`config.mk`:
```
export PLATFORM = sky130hd
export DESIGN_NAME = csrb_ram
export DESIGN_NICKNAME = d
export VERILOG_FILES = /design/src/csrb_ram.sv
export SDC_FILE = /design/constraint.sdc
export NUM_CORES = 2
export LEC_CHECK = 0
export BUFFER_PORTS_ARGS = -buffer_cell sky130_fd_sc_hd__buf_4
export CELL_PAD_IN_SITES_DETAIL_PLACEMENT = 0
export CELL_PAD_IN_SITES_GLOBAL_PLACEMENT = 2
export CORE_MARGIN = 2
export CORE_UTILIZATION = 51
export CTS_CLUSTER_SIZE = 12
export DETAILED_ROUTE_END_ITERATION = 12
export PLACE_DENSITY = 0.8
export SYNTH_ARGS = -nofsm -noshare
export SYNTH_HDL_FRONTEND = slang
export SYNTH_SLANG_ARGS = --single-unit
```
`constraint.sdc`:
```
create_clock -name clk_i -period 3.75 [get_ports clk_i]
set_clock_uncertainty 0.1 [all_clocks]
set_input_delay 0.75 -clock clk_i [delete_from_list [all_inputs] [get_ports clk_i]]
set_output_delay 0.75 -clock clk_i [all_outputs]
set_load 0.03 [all_outputs]
```
`src/csrb_ram.sv`:
```
// Generic simple dual-port RAM with one write port and a registered read port.
module csrb_ram #(
  parameter int WIDTH = 8,
  parameter int DEPTH = 256
) (
  input  logic                     clk_i,
  input  logic                     we_i,
  input  logic [$clog2(DEPTH)-1:0] waddr_i,
  input  logic [WIDTH-1:0]         wdata_i,
  input  logic                     re_i,
  input  logic [$clog2(DEPTH)-1:0] raddr_i,
  output logic [WIDTH-1:0]         rdata_o
);

  logic [WIDTH-1:0] mem_q [DEPTH];

  always_ff @(posedge clk_i) begin
    if (we_i) begin
      mem_q[waddr_i] <= wdata_i;
    end
    if (re_i) begin
      rdata_o <= mem_q[raddr_i];
    end
  end

endmodule

```
# After elaboration in Yosys (flattened, before gate mapping)
# Memory sizes are Yosys's and may differ from the RTL's. A register that Yosys moved wholly into a read port is not among the register bits.
# Cells that the tools add are included.
[word_totals] reg_bits=0 ramBits=2048 in_bits=27 output_inout_bits=8 wordCells=3 n_memories=1
[op_classes] n_mux=2
[mem_list] memory="mem_q" words=256 width=8 rd=1 rd_clocked_by_memory_dff=1 write_ports=1 line="15" rtl="logic [WIDTH-1:0] mem_q [DEPTH];"
[ops] op="1-bit 2-to-1 mux" n=2

# Logic depth before layout (Yosys ltp)
[depth] ltp_word=2 ltp_mapped=11 depth_no_buf=6

# Least setup slack after synthesis
# No wires, ideal clock.
[synth_timing] path_type="input -> register" start="in raddr_i[0]" end="reg rdata_o[2] (read register of mem_q) (data pin)" setup_time_ns=0.269 arrival_time_ns=2.557 slack_ns=0.824 path_stages=9 n_path_buf=4 path_cell_list="buf_6 buf_12 buf_8 buf_2 mux4_2 a22oi_1 a21oi_1 nor4_1 nor4_2"
[synth_lines] item="start: declaration" line="11" rtl="input logic [$clog2(DEPTH)-1:0] raddr_i,"
[synth_lines] item="end: declaration" line="12" rtl="output logic [WIDTH-1:0] rdata_o"

==> flow_summary_export.csv <==
group,metric,value,unit
placed_design,place.port_buffers,34,
synth,synth_seq_cells,2056,
synth,netlist.top_cell.by_area,"sky130_fd_sc_hd__edfxtp_1",
synth,syn-mean-instance-area,21.3,um2
setup_path,worst-endpoint-arrival,4.04,ns
global_routing,grt-ovfl-total,0,
setup_path,crit_slowest_cell,"sky130_fd_sc_hd__nor3_1",
power_and_ir_drop,pwr_density_cell,507,nW/um2
drt,firstDrtPassIters,5,
run_status,outcome,"finished clean",
global_routing,grt_start_max_net_pins,109,
timing,fmax,0.277,GHz
clock_network,cts_post_setup_buffers_inserted,0,
clock_network,cts.root.buffer_cell,"sky130_fd_sc_hd__clkbuf_16",
timing,grt_setup_unrepaired,"no",
drt,avgViaCountPerCell,6.24,
drt,number_of_vias_after_detailed_routing,40200,
placed_design,placed_cell_area,85800,um2
floorplan,chipWidth,399,um
drt,starting_drc_count_in_detailed_routing,5287,
min_path,hold_path_class,"input pin to register",
clock_network,post_cts_resized,0,
setup_path,timing.critical_path.to_type,"register",
global_routing,global_route_hottest_layer,"met2",
clock_network,worstSkewPairLatency,0.84,ns
synth,syn-num-nets,3760,
floorplan,die_outline_area,159000,um2
setup_path,critical_path.max_stage_delay,0.93,ns
global_routing,met1_usage,36.6,%
layout,stdcell_area,91700,um2
global_routing,met3_usage,4.57,%
floorplan,placementRows,145,
setup_path,critPathBufInv,5,
power_and_ir_drop,vdd_drop_max,0.458,mV
layout,final_layout_size_suffix_gt1_share,28.9,%
layout,multi_input_area,16500,um2
global_routing,global_route_wire_length_before_repair,286000,um
floorplan,die_h,399,um
run,timing.max_cap.violations,0,
timing,setup-violations-final,0,
layout,syn_to_final_growth,15.1,%
synth,synth.lib_cells_used.distinct,54,
clock_network,htree_num_levels,4,
drt,post_drt_wl_per_cell,30.8,um
placed_design,post-dp-hpwl,126000,um
synth,synth_cells,3733,
synth,synth_top_area_share,77.5,%
setup_path,cp_cell_sequence,"buf_8 -> buf_12 -> buf_12 -> buf_4 -> mux4_2 -> a221oi_1 -> buf_4 -> o32ai_1 -> nor3_1 -> nor4_1",
clock_network,tritoncts,"done",
clock_network,clock-sinks,2056,
global_routing,grtUsageMet2,39.8,%
clock_network,clk_transition_reported_paths,0.06,ns
clock_network,clock_tree.buffer_depth,3,
synth,netlist_top_cells_area,"sky130_fd_sc_hd__edfxtp_1, sky130_fd_sc_hd__mux4_2, sky130_fd_sc_hd__mux2i_1, sky130_fd_sc_hd__nor2_1, sky130_fd_sc_hd__a22oi_1",
layout,ff_latch_area,61700,um2
floorplan,initial_core_util,51.2,%
timing,post-route-min-period,3.62,ns
clock_network,cts_made_buffers,204,
synth,synth-seq-area-share,77.5,%
timing,final_clock_period_utilization_by_the_worst_path,96.4,%
timing,final-max-slew-violation-count,0,
placed_design,gp_congestion,0.851,
clock_network,postCtsHoldBufs,0,
setup_path,critPathKind,"input pin to register",
setup_path,critical-path-top-delay-family,"buffers and inverters",
floorplan,io_pins,35,
global_routing,globalRouteTotalUtil,25.2,%
layout,final_nets,4289,
setup_path,cp_max_fo,20,
setup_path,start_kind,"input pin",
synth,synthesis.area,79600,um2
timing,worst-slew-pin-transition,1.20,ns
synth,synthesis.yosys.warnings,0,
timing,max_slew_margin,19.1,%
drt,antenna_left,0,
timing,fin_hold_ws,0.238,ns
global_routing,vias_in_the_first_global_route,40200,
power_and_ir_drop,cellLeakagePower,29.3,nW
drt,postRouteWirelength,199000,um
floorplan,core-area,156000,um2
setup_path,req_time_crit_path,4.18,ns
global_routing,grt_antenna_before_repair,4,
layout,fillCellCount,11100,
drt,post-route-drc-count,0,
timing,hold_viol_final,0,
[layout by cell type, fill, tap and decap left out, types with 5 or more instances in the layout]
cell type,count
sky130_fd_sc_hd__nor4_2,8
sky130_fd_sc_hd__a21oi_1,96
sky130_fd_sc_hd__clkbuf_16,209
sky130_fd_sc_hd__a211oi_1,16
sky130_fd_sc_hd__o22a_1,5
sky130_fd_sc_hd__nor4_1,19
sky130_fd_sc_hd__nor2_1,279
sky130_fd_sc_hd__nor2b_1,28
sky130_fd_sc_hd__clkbuf_1,57
sky130_fd_sc_hd__mux4_2,454
sky130_fd_sc_hd__a221oi_1,13
sky130_fd_sc_hd__clkinv_1,40
sky130_fd_sc_hd__o21ai_0,10
sky130_fd_sc_hd__o22ai_1,28
sky130_fd_sc_hd__nand4_1,10
sky130_fd_sc_hd__mux2i_1,134
sky130_fd_sc_hd__a22oi_1,133
sky130_fd_sc_hd__nand2_1,33
sky130_fd_sc_hd__o221ai_1,46
sky130_fd_sc_hd__nand2b_1,8
sky130_fd_sc_hd__nor3_1,22
sky130_fd_sc_hd__and2_1,6
sky130_fd_sc_hd__nand3_1,34
sky130_fd_sc_hd__o211ai_1,10
sky130_fd_sc_hd__clkinv_2,12
sky130_fd_sc_hd__edfxtp_1,2056
sky130_fd_sc_hd__buf_12,54
sky130_fd_sc_hd__buf_4,492
sky130_fd_sc_hd__a22o_1,8
sky130_fd_sc_hd__buf_8,8
[synth_stat cells (all sizes together)]
cell type,n
edfxtp,2056
mux4,456
nor2,282
mux2i,134
a22oi,133
buf,122
clkbuf,111
a21oi,96
o221ai,47
nand3,34
nand2,33
nor2b,31
o22ai,28
nor4,27
nor3,22
a211oi,16
a221oi,14
o21ai,12
nand4,10
o211ai,10
a22o,8
nand2b,8
and2,6
a2111oi,5
o22a,5
o32ai,5
or2,4
a311oi,2
a31oi,2
and3b,2
nand3b,2
a21boi,1
and3,1
clkinv,1
inv,1
mux2,1
nor3b,1
nor4b,1
o311ai,1
or2b,1
or3b,1
[cell families (layout without fill, tap and decap cells)]
group | Yosys count | in the layout | share of synthesized area [%]
mux | 591 | 591 | 14.6
flops | 2056 | 2056 | 77.5
buf+inv | 235 | 888 | 1.83
other cells | 0 | 4 | 0
simple gates | 466 | 466 | 2.63
compound gates | 385 | 385 | 3.42
[flip-flops by register name, indices dropped and copies added (netlist names)]
name and flops:
rdata_o 8, mem_q 2048
[path summary, 6_finish.rpt]
kind | start | to | slack (ns) | cells past startpoint
worst min register to register | mem_q[21][6] | rdata_o[6] | 1.12 | 7
worst max register to register | mem_q[210][5] | rdata_o[5] | 0.52 | 7
worst min-delay path | re_i | rdata_o[7] | 0.24 | 1
worst max-delay path | raddr_i[0] | rdata_o[5] | 0.13 | 10
[layout make-up]
| type | count | share of cell area (%) |
|---|---|---|
| Antenna cell | 4 | 0.0109 |
| Clock buffer | 266 | 5.94 |
| Clock inverter | 64 | 0.513 |
| Inverter | 2 | 0.00819 |
| Multi-Input combinational cell | 1442 | 18.0 |
| Sequential cell | 2056 | 67.3 |
| Tap cell | 2058 | 2.81 |
| Timing Repair Buffer | 556 | 5.37 |
[worst reg2reg max path: stages (launching register included)]
cell                       delay (ns)
sky130_fd_sc_hd__edfxtp_1        0.37
sky130_fd_sc_hd__mux4_2          0.48
sky130_fd_sc_hd__a22o_1          0.27
sky130_fd_sc_hd__a221oi_1        0.33
sky130_fd_sc_hd__buf_4           0.21
sky130_fd_sc_hd__o32ai_1         0.08
sky130_fd_sc_hd__nor3_1          0.93
sky130_fd_sc_hd__nor4_1          0.16
[per-layer routing]
layer  part of all wire [%]  wire [um]
met1                     40      80300
met2                     49      96500
met3                    8.7      17200
met4                    2.3       4560
met5                  0.020         40
[report_power, final]
part | internal, mW | switching [mW] | leakage (nW)
Combinational | 0.954 | 1.55 | 7.90
Sequential | 25.3 | 0.0457 | 18.5
Clock | 10.3 | 8.25 | 2.87
[per-stage QoR]
step / power [mW] / utilization [%] / TNS, ns / cells / setup slack (ns)
2_1_floorplan: 27.1 / - / 0 / 3733 / 0.824
3_3_place_gp: 28.4 / 55.1 / -4.28 / 6112 / -0.913
3_5_place_dp: 28.4 / 55.1 / -2.51 / 6114 / -0.736
4_1_cts: 46.8 / 58.9 / 0 / 6444 / 0.166
5_1_grt: 47.7 / 58.9 / 0 / 6444 / 0.0562
6_report: 46.5 / 58.9 / 0 / 6448 / 0.134
Note: power is estimated with default switching activity, not from simulation.
