**src/csrb_pkg.sv**
```systemverilog
// Shared constants, types and codes for the circular source region blanker.
package csrb_pkg;

  // Image and source limits
  localparam int MAX_WIDTH   = 256;
  localparam int MAX_HEIGHT  = 256;
  localparam int MAX_RADIUS  = 31;
  localparam int MAX_SOURCES = 1024;

  localparam int NPIX   = MAX_WIDTH * MAX_HEIGHT;
  localparam int ADDR_W = $clog2(NPIX);
  localparam int X_W    = $clog2(MAX_WIDTH);
  localparam int Y_W    = $clog2(MAX_HEIGHT);
  localparam int RAD_W  = $clog2(MAX_RADIUS + 1);
  localparam int SQ_W   = 2 * RAD_W + 1;

  // Field widths
  localparam int REQ_W     = 2;
  localparam int POS_W     = 10;
  localparam int IDX_W     = 10;
  localparam int LABEL_W   = 11;
  localparam int CNT_W     = 12;
  localparam int TOTAL_W   = 17;
  localparam int RADIUS_W  = 5;
  localparam int SIZE_W    = 9;
  localparam int C_W       = POS_W + 2;
  localparam int ENTRY_W   = LABEL_W + 2;

  localparam logic [LABEL_W-1:0] LABEL_NONE = '1;
  localparam logic [TOTAL_W-1:0] TOTAL_MAX  = '1;

  // Configuration port
  localparam int PADDR_W = 4;
  localparam int PDATA_W = 32;

  localparam logic [1:0] REG_RADIUS = 2'd0;
  localparam logic [1:0] REG_REJECT = 2'd1;
  localparam logic [1:0] REG_WIDTH  = 2'd2;
  localparam logic [1:0] REG_HEIGHT = 2'd3;

  // Request codes
  localparam logic [REQ_W-1:0] REQ_LOAD   = 2'd0;
  localparam logic [REQ_W-1:0] REQ_SOURCE = 2'd1;
  localparam logic [REQ_W-1:0] REQ_READ   = 2'd2;

  typedef struct packed {
    logic [RADIUS_W-1:0] radius;
    logic                reject;
    logic [SIZE_W-1:0]   width;
    logic [SIZE_W-1:0]   height;
  } csrb_cfg_t;

  typedef enum logic [2:0] {
    ST_IDLE,
    ST_READ,
    ST_CHECK,
    ST_CHECK_DRAIN,
    ST_BLANK,
    ST_BLANK_DRAIN,
    ST_DONE
  } csrb_state_e;

endpackage

```
**src/csrb_cfg.sv**
```systemverilog
// APB-style configuration registers of the blanker.
module csrb_cfg (
  input  logic                          clk_i,
  input  logic                          rst_ni,
  input  logic                          psel,
  input  logic                          penable,
  input  logic                          pwrite,
  input  logic [csrb_pkg::PADDR_W-1:0]  paddr,
  input  logic [csrb_pkg::PDATA_W-1:0]  pwdata,
  output logic [csrb_pkg::PDATA_W-1:0]  prdata,
  output logic                          pready,
  output csrb_pkg::csrb_cfg_t           cfg_o
);

  csrb_pkg::csrb_cfg_t cfg_q;
  logic [1:0]          reg_idx;
  logic                wr_en;

  assign pready  = 1'b1;
  assign reg_idx = paddr[3:2];
  assign wr_en   = psel && penable && pwrite && pready;
  assign cfg_o   = cfg_q;

  // Register writes
  always_ff @(posedge clk_i or negedge rst_ni) begin
    if (!rst_ni) begin
      cfg_q.radius <= '0;
      cfg_q.reject <= 1'b0;
      cfg_q.width  <= csrb_pkg::SIZE_W'(csrb_pkg::MAX_WIDTH);
      cfg_q.height <= csrb_pkg::SIZE_W'(csrb_pkg::MAX_HEIGHT);
    end else if (wr_en) begin
      unique case (reg_idx)
        csrb_pkg::REG_RADIUS: cfg_q.radius <= pwdata[csrb_pkg::RADIUS_W-1:0];
        csrb_pkg::REG_REJECT: cfg_q.reject <= pwdata[0];
        csrb_pkg::REG_WIDTH:  cfg_q.width  <= pwdata[csrb_pkg::SIZE_W-1:0];
        csrb_pkg::REG_HEIGHT: cfg_q.height <= pwdata[csrb_pkg::SIZE_W-1:0];
        default: ;
      endcase
    end
  end

  // Read decode
  always_comb begin
    prdata = '0;
    unique case (reg_idx)
      csrb_pkg::REG_RADIUS: prdata = csrb_pkg::PDATA_W'(cfg_q.radius);
      csrb_pkg::REG_REJECT: prdata = csrb_pkg::PDATA_W'(cfg_q.reject);
      csrb_pkg::REG_WIDTH:  prdata = csrb_pkg::PDATA_W'(cfg_q.width);
      csrb_pkg::REG_HEIGHT: prdata = csrb_pkg::PDATA_W'(cfg_q.height);
      default:              prdata = '0;
    endcase
  end

endmodule

```
**config.mk**
```make
export PLATFORM = sky130hd
export DESIGN_NAME = csrb_cfg
export DESIGN_NICKNAME = d
export VERILOG_FILES = /design/src/csrb_pkg.sv /design/src/csrb_cfg.sv
export SDC_FILE = /design/constraint.sdc
export NUM_CORES = 1
export LEC_CHECK = 0
export ABC_AREA = 1
export BUFFER_PORTS_ARGS = -buffer_cell sky130_fd_sc_hd__buf_4
export CAP_MARGIN = 20
export CORE_ASPECT_RATIO = 0.6
export CORE_MARGIN = 4
export CORE_UTILIZATION = 40
export CTS_CLUSTER_DIAMETER = 100
export DETAILED_ROUTE_END_ITERATION = 12
export PLACE_DENSITY = 0.76
export SLEW_MARGIN = 25
export SYNTH_ARGS = -nofsm -noshare
export SYNTH_HDL_FRONTEND = slang
export SYNTH_SLANG_ARGS = --single-unit
```
**constraint.sdc**
```tcl
create_clock -name clk_i -period 1.5 [get_ports clk_i]
set_input_delay 0.3 -clock clk_i [delete_from_list [all_inputs] [get_ports clk_i]]
set_output_delay 0.3 -clock clk_i [all_outputs]
set_load 0.005 [all_outputs]
```
## Yosys cells after proc, flatten, opt, wreduce, memory -nomap -nowiden

Cells that the tools add are included.

| operators by class | value |
|---|---|
| equal/unequal tests | 3 |
| mux-type cells | 1 |
| reduce and logical (&&, ||, !) cells | 7 |

Operators by type and width:

| operator | count |
|---|---|
| $pmux W32 S4 | 1 |
| $reduce_and A2 Y1 | 4 |
| $eq A2 B2 Y1 const B | 2 |
| $eq A2 B1 Y1 const B | 1 |
| $logic_and A1 B1 Y1 | 2 |
| $logic_not A2 Y1 | 1 |

| storage, ports and cells | value |
|---|---|
| bits in registers | 24 |
| output and inout bits | 57 |

## Logic depth before layout (Yosys ltp)

| depth | value |
|---|---|
| depth in word-level cells | 3 |
| mapped depth | 6 |
| gate-level depth less buffers | 6 |

## Least setup slack after synthesis

Ideal clock, no wire load.

| timing | value |
|---|---|
| path kind | input -> output |
| start point | input port paddr[3] in the netlist's numbering |
| end point | output port prdata[1] in the netlist's numbering |
| data arrival time | 0.700 ns |
| required time | 1.200 ns |
| path slack | 0.500 ns |
| stages on the path | 3 |
| buffers on the path | 0 |
| cells stage by stage | nor2_1 > nand2_1 > nand3_1 |

| on the way | value |
|---|---|
| longest elaborated chain between the ends | 2 |
| elaborated cells on any way between the ends | 5 |
| classes of those cells | eq/ne (3); mux (1); reduce/logical (1) |

Ends and longest elaborated chain:

| item | line | text |
|---|---|---|
| start: declaration | csrb_cfg.sv:8 | `input logic [csrb_pkg::PADDR_W-1:0] paddr,` |
| $eq A2 B2 Y1 (tied with other cells) | csrb_cfg.sv:45 | `unique case (reg_idx)` |
| $pmux W32 S4 (*) | csrb_cfg.sv:45 |  |
| end: declaration | csrb_cfg.sv:10 | `output logic [csrb_pkg::PDATA_W-1:0] prdata,` |

Every way passes the cells marked *; elsewhere a longest branch is shown, timed or not. The select of a mux whose other input is x is not followed.

## Final worst setup path

| timing | value |
|---|---|
| start point | input port paddr[2] in the netlist's numbering |
| end point | output port prdata[1] in the netlist's numbering |

Same word-level chain as after synthesis.

==> metrics.txt <==
Die ar.=approximately 4300 um2; latest clock arrival within the worst-skew pair=0.26 ns; clock buffer depth=2; Overflow after GRT=0; worst r2r src=cfg_o[17]; Std-Cell Rows=15; post-layout min period=between 1 and 1.5 ns; unrepaired setup endpoints after global routing=false; CTS tree=built; period utilization=about nine tenths; share of layout cells above drive strength 1=between 20 and 30%; number of buffers added on ports=48; Final setup viols=0; Max VDD drop=between 0.5 and 0.6 mV; initial antenna violation count=0; CTS Root Cell=clkbuf_8; ant diodes=0; Setup crit start kind=input pin; class of the worst hold path=input pin to register; Layout area overhead=30.70%; DRT Pass-1 Iters=4; Yosys reg bits=24; pwr dens=1170 nW/um2; gr usage total=approximately 16%; CP startpoint=paddr[2]; DRC=0; Post-DRT Antenna Nets=0; YS warnings=0; max cap viols=0; Die Y=approximately 52 um; vias per inst=around 4.4; clk slew on worst S/H paths=approximately 0.090 ns; Final Max Slew Viols=0; Avg Inst Size Synth=approximately 7.5 um2; crit path kind=input pin to output pin; Design Area, Final=1720 um2; CTS sink cnt=24; fill cell count=around 280; wire length per cell=~13 um; Ports=98; worst-path maximum fanout=9; vias in the first global route=roughly 1100; Worst Hold Path Cells=3; setup slack, reg-to-reg=0.79 ns; leakage power=approximately 1.0 nW; GPL Wtd Cong=a little under 0.8; H-tree levels=1; Fin Clk Skew=0 ns; first-pass GRT wire length=~5200 um; DR iter-0 viols=56; synth unique cells=13; WHS Endpoint=cfg_o[6]; Req. time, crit path=approximately 1.2 ns; via count=1190; Final Hold Vio Count=0; # nets final=approximately 270; outcome=complete, no violations; Mapped Area=1316 um2; Critical Path Sink Type=output pin; Largest register FFs=24; sequential area share after synthesis=a little under half; dpl cells=between 200 and 300; Hold Crit Start=pwdata[6]; Placeable Area=between 3000 and 4000 um2; PostCTS Resize Cnt=0; placed cell areas=around 1600 um2; non-filler cells, final=~270; CTS Buf Count=3; fmax=about 730 MHz; Starting Density=between 40% and 50%; FF-to-FF End=cfg_o[17]; R2R cell count=2; drt total wl=3403 um; Mapped Cells=175; die width=around 80 um; data arrival time of the worst path=between 1 and 1.5 ns; largest net degree at the start of global routing=25; setup TNS=0 ns; post-detail-place hpwl=about 2600 um
==> per-stage QoR <==
stage / power, mW / hold slack [ns] / setup WS (ns) / util (%)
floorplan: 1.130 / 0.004409 / 0.4998 / -
global placement: 1.441 / 0.2139 / 0.1629 / 54.58
detailed placement: 1.457 / 0.2182 / 0.1481 / 54.58
CTS: 2.025 / 0.2368 / 0.1399 / 57.29
global route: 2.136 / 0.2391 / 0.06654 / 57.29
finish: 2.013 / 0.2382 / 0.1388 / 57.29
==> cell usage in the layout, fill, tap and decap left out, drive strengths merged <==
cell,instances
inv,5
dfrtp,22
buf,49
nor2,6
dfstp,2
nand2,104
nand4,1
conb,24
dlygate4sd3,1
nand3,9
clkbuf,3
bufinv,1
==> cell type report <==
type	instances	area, um2	area share [%]
sequential	24	603.1	35.05
clock inverter	1	30.03	1.745
tap	42	52.55	3.055
clock buffer	3	41.29	2.400
inverter	5	18.77	1.091
timing repair buffer	50	377.9	21.96
multi-input combinational	144	596.8	34.69
==> logic make-up after synthesis <==
group / after synthesis / share of synthesized area [%]
and+or+nand+nor: 120 / 38.50
buffers and inverters: 29 / 15.11
other: 2 / 0.5706
DFF: 24 / 45.82
==> power by group <==
group	leakage [nW]	total, mW	switching (mW)	internal (mW)
clock	0.0357	0.569	0.212	0.357
sequential	0.300	0.905	0.118	0.787
combinational	0.674	0.538	0.241	0.298
total	1.01	2.01	0.571	1.44
==> layer usage <==
| metal | vias to the layer above | wire length, um | GRT usage [%] |
|---|---|---|---|
| met1 | 540 | 1692 | 24.71 |
| met2 | 61 | 1372 | 22.79 |
| met3 | 2 | 328 | 4.811 |
| met5 | - | 0 | 0 |
| met4 | 0 | 10 | 1.657 |
| li1 | 587 | - | - |
==> cell usage after synthesis <==
cell,n,area [um2]
dfstp_2,2,52.55
inv_2,3,11.26
nand3_1,9,45.04
buf_4,24,180.2
dfrtp_1,22,550.5
conb_1,2,7.510
nor2_1,3,11.26
nand2_1,100,375.4
inv_1,2,7.510
nand2_4,2,22.52
nand2_2,2,12.51
nand4_1,1,6.260
nor2_4,3,33.78
==> worst max-delay path, cell delays in order <==
cell and delay, ns:
buf_4 0.13, inv_2 0.08, nand2_2 0.08, inv_2 0.20, nand2_1 0.09, nand3_1 0.08
buf_4 0.11
==> worst max path at each step <==
stage	endpoint	slack [ns]
2_1_floorplan	prdata[1]	0.50
3_3_place_gp	prdata[1]	0.16
3_5_place_dp	prdata[1]	0.15
4_1_cts	prdata[1]	0.14
5_1_grt	prdata[2]	0.07
6_report	prdata[1]	0.14
==> timing repair <==
item                                   in CTS  in global routing
setup buffers                               0                  0
hold buffers                                1                  0
endpoints found under the hold margin      22                  0
(Power assumes the default switching activity.)
